===== config.mk =====
export PLATFORM = sky130hd
export DESIGN_NAME = gcd_isqrt
export DESIGN_NICKNAME = d
export VERILOG_FILES = /design/src/rtl/gcd_pkg.sv /design/src/rtl/gcd_isqrt.sv
export SDC_FILE = /design/constraint.sdc
export NUM_CORES = 2
export LEC_CHECK = 0
export BUFFER_PORTS_ARGS = -buffer_cell sky130_fd_sc_hd__buf_2
export CORE_MARGIN = 10
export CORE_UTILIZATION = 66
export DETAILED_ROUTE_END_ITERATION = 12
export GPL_TIMING_DRIVEN = 1
export PLACE_DENSITY_LB_ADDON = 0.2
export SLEW_MARGIN = 25
export SYNTH_ARGS = -nofsm -noshare
export SYNTH_HDL_FRONTEND = slang
export SYNTH_SLANG_ARGS = --single-unit

===== constraint.sdc =====
create_clock -name clk -period 13.9 [get_ports clk]
set_input_delay 2.78 -clock clk [delete_from_list [all_inputs] [get_ports clk]]
set_output_delay 2.78 -clock clk [all_outputs]
set_load 0.02 [all_outputs]

===== src/rtl/gcd_pkg.sv =====
`timescale 1ns / 1ps
// ----------------------------------------------------------------------------
// gcd_pkg: shared constants for the great circle distance pipeline
// CORDIC table, fixed-point constants and stage latencies.
// ----------------------------------------------------------------------------
package gcd_pkg;

  localparam int STEPS = 30;

  // Arctangent of 2^-i in phase units (2^32 units per turn), rounded.
  localparam logic [29:0] ATAN_TAB [STEPS] = '{
    30'd536870912, 30'd316933406, 30'd167458907, 30'd85004756, 30'd42667331,
    30'd21354465, 30'd10679838, 30'd5340245, 30'd2670163, 30'd1335087,
    30'd667544, 30'd333772, 30'd166886, 30'd83443, 30'd41722, 30'd20861,
    30'd10430, 30'd5215, 30'd2608, 30'd1304, 30'd652, 30'd326, 30'd163,
    30'd81, 30'd41, 30'd20, 30'd10, 30'd5, 30'd3, 30'd1
  };

  localparam logic signed [33:0] GAIN_INV = 34'sd652032874;
  localparam logic [30:0] Q_ONE = 31'd1073741824;
  localparam logic [33:0] PI_Q32 = 34'd13493037705;
  localparam logic [25:0] RADIUS_RESET = 26'd6371000;
  localparam logic [27:0] DIST_MAX = 28'hFFFFFFF;

  localparam int ROT_LAT = STEPS + 2;
  localparam int SQRT_STEPS = 31;
  localparam int SQRT_LAT = SQRT_STEPS + 1;

endpackage


===== src/rtl/gcd_isqrt.sv =====
`timescale 1ns / 1ps
// ----------------------------------------------------------------------------
// gcd_isqrt: pipelined integer square root
// Floor square root of a 61-bit value, one result bit per stage.
// ----------------------------------------------------------------------------
module gcd_isqrt (
  input  logic        clk,
  input  logic        en,
  input  logic [60:0] v_i,
  output logic [30:0] root_o
);

  localparam int N = gcd_pkg::SQRT_STEPS;

  logic [61:0] rem_r  [0:N];
  logic [30:0] root_r [0:N];

  always_ff @(posedge clk) begin
    if (en) begin
      rem_r[0] <= {1'b0, v_i};
      root_r[0] <= '0;
    end
  end

  // Stage j decides bit k; the remainder holds v minus the root squared.
  for (genvar j = 0; j < N; j++) begin : g_bit
    localparam int K = N - 1 - j;
    logic [61:0] trial;
    assign trial = ({31'd0, root_r[j]} << (K + 1)) + (62'd1 << (2 * K));
    always_ff @(posedge clk) begin
      if (en) begin
        if (rem_r[j] >= trial) begin
          rem_r[j+1] <= rem_r[j] - trial;
          root_r[j+1] <= root_r[j] | (31'd1 << K);
        end else begin
          rem_r[j+1] <= rem_r[j];
          root_r[j+1] <= root_r[j];
        end
      end
    end
  end

  assign root_o = root_r[N];

endmodule

==> flow_summary.toml <==
[outcome]
status = "finished clean"

[sta]
rsz0062_at_grt = "false"
finalHoldViolCount = 0
finClkSkew_ps = 114
clock.fmax_ghz = 0.165
period_minus_slack_ps = 6040
fin_tns_setup_ps = 0
setup_viol = 0
fin_crit_sh = 0.435
tightest_slew_ps = 1110
slew_violations = 0
slew_headroom = 0.258
final.setup.worst_slack_ps = 7860

[final_layout]
stdcell_count = 12100
fin_nets = 10100
area_growth_pct = 9.52
drive_gt1_frac = 0.0672
post-route-util = 0.726
final_cell_area_um2 = 128000

[cts]
numCtsBuffers = 231
cts_buffer_depth = 3
clkSinkCount = 2417
cts_root_buf = "clkbuf_16"
htree_num_levels = 4
cts_tree = "done"
cts_setup_buffers = 0
insertion_delay_ps = 910
cts_resized = 0
cts_hold_buffers = 0
clkTransAtPathRegs_ps = 60

[route]
drtPass1Iterations = 6
route.vias.total = 78400
wl_per_cell_um = 25.5
wl_mm = 309
route.detailed.drc = 0
final_antenna_net_count = 0
first_iter_violations = 9741
vias_per_cell = 6.48

[setup_path]
cp-start-kind = "input pin"
r2r_cells = 10
cp_slowest_cell = "buf_4"
arrival_ps = 6600
regToRegSetupSlack_ps = 9120
slowest_delay_ps = 660
required_ps = 14460
regToRegEndpoint = "rem_r[1][732]"
cp_max_fo = 125
path_cells = "buf_12 > buf_12 > buf_4 > nor4b_1 > and3b_1 > buf_4 > or2_0 > nor3_1 > xor2_1"
reg2reg_from = "rem_r[1][652]"
worstSetupPathType = "in2reg"
critPathCaptureType = "flop"

[global_routing]
grt_pass1_wl_mm = 460
grt_pass1_vias = 74100
grt_max_degree = 194
antenna_found_initial = 9
grt_usage = 0.313
overflow = 0

[synth]
postSynthAreaPerCell_um2 = 12.4
synth_edf_count = 2417
synth_ff_type = "edfxtp_1"
synth.distinct_cells = 93
synth_cells = 9405
async_reset_ff_frac = 0
synth-seq-cells = 2417
ys_seq_area_frac = 0.623
synth_fp_nets = 9991
syn_area_um2 = 117000
yosys_warnings = 0

[worst_hold_path]
holdPathEnd = "root_r[1][47]"
hp-class = "reg2reg"
hold_path_startpoint = "root_r[1][16]"
hold_depth = 0

[pwr]
irDropWorstVdd_v = 0.000149
p_leak_uw = 0.0476
power_density_nw_per_um2 = 164

[floorplan]
dieArea_um2 = 194000
start_util = 0.662
die_w_um = 440
coreArea_um2 = 176000
fp.dieH_um = 440
rows = 154
pin_count = 94

[place]
preCtsSetupSlack_ps = 7020
io_buffers = 93
dp.cells = 11700
dp_hpwl_mm = 228
placed_cell_area_um2 = 120000
gp_congestion = 0.983

[run]
cap_violations = 0
==> critical path, delay by kind of cell <==
kind                      cells  cell delay [ps]
and+or+nand+nor               4             1410
buffers and inverters         4             2040
xor gates and xnor gates      1              170
==> flip-flops by register name, summed over array words and instances, names as in the netlist <==
name    cells
rem_r    1921
root_r    496
==> synthesized netlist by cell type (14+ instances only) <==
cell type / n / area, um2
nand3b_1: 23 / 173
inv_1: 663 / 2490
nand2b_1: 118 / 738
and2_1: 25 / 156
a2111oi_0: 20 / 175
a21boi_0: 29 / 218
edfxtp_1: 2417 / 72600
o31ai_1: 54 / 405
mux2_2: 48 / 541
o2111ai_1: 16 / 140
nor3_1: 291 / 1460
xor2_1: 408 / 3570
xnor2_1: 412 / 3610
or3_1: 119 / 744
ha_1: 523 / 6540
or4_1: 65 / 488
a211oi_1: 48 / 360
nand3_1: 178 / 891
nor4_1: 330 / 2060
a21o_1: 212 / 1590
o211ai_1: 35 / 263
and3_1: 43 / 269
or2_2: 47 / 294
a31oi_1: 40 / 250
nor4bb_1: 18 / 180
o21bai_1: 38 / 285
a21oi_1: 497 / 2490
o21a_1: 93 / 698
nor3b_1: 27 / 203
nor4b_1: 56 / 490
nand4_1: 167 / 1040
clkbuf_1: 206 / 773
nor2b_1: 68 / 425
and4_1: 22 / 193
nand4b_1: 36 / 315
o21ai_0: 512 / 2560
nand2_1: 692 / 2600
nor2_1: 568 / 2130
and4b_1: 14 / 140
==> area by class of cell <==
type | instances | area, um2
inverters | 665 | 2500
flip-flops and latches | 2417 | 72600
diodes | 2 | 5.00
clock buffers | 268 | 5920
repair buffers | 154 | 1020
fillers | 11500 | 48300
well taps | 2340 | 2930
clock inverters | 169 | 1990
multi-input cells | 6092 | 40700
==> power by group <==
part	internal (uW)	switching, uW	total (uW)	leakage (uW)
logic	1700	2580	4270	0.0205
registers	9200	999	10200	0.0232
clock network	3660	2840	6500	0.00382
==> through the flow <==
step                total power, uW  hold WS, ps
floorplan                     12900          400
global placement              14300          402
detailed placement            14400          405
CTS                           20900          373
global route                  21800          396
finish                        21000          386
==> placed cells by master (no fill, tap or decap), drive strengths merged, types with 268 or more instances in the layout <==
| cell type | synthesis | layout |
|---|---|---|
| edfxtp | 2417 | 2417 |
| nand2 | 692 | 692 |
| inv | 663 | 671 |
| nor2 | 568 | 568 |
| ha | 523 | 523 |
| o21ai | 513 | 513 |
| a21oi | 497 | 497 |
| xnor2 | 412 | 412 |
| xor2 | 408 | 408 |
| nor4 | 332 | 332 |
| nor3 | 292 | 292 |
| clkbuf | 207 | 268 |
==> layer usage <==
metal | vias up | part of all wire | routed length [um] | GRT usage
met5 | - | 0.00021 | 65 | 0
met4 | 10 | 0.036 | 11200 | 0.102
met3 | 654 | 0.11 | 34100 | 0.0747
met2 | 4165 | 0.44 | 135000 | 0.468
met1 | 38000 | 0.42 | 129000 | 0.454
li1 | 35600 | - | - | -
==> how the worst max path moves through the flow <==
stage                     startpoint             to  slack [ps]  depth (start not counted)
final                             en  rem_r[1][121]        7860                          9
after detailed placement          en  rem_r[1][307]        7020                         10
after CTS                         en  rem_r[1][297]        7950                         10
after global routing              en  rem_r[1][297]        7470                         10
after global placement            en  rem_r[1][297]        7140                         10
after floorplan                   en  rem_r[1][558]        7210                          5
==> kinds of logic after synthesis <==
logic type	synth area share
AOI/OAI and AO/OA	0.0933
xor gates and xnor gates	0.0616
adders and majority gates	0.0562
buffers and inverters	0.0291
DFF	0.623
muxes	0.00560
and+or+nand+nor	0.131
No activity file was read; power rests on OpenSTA's default activity.
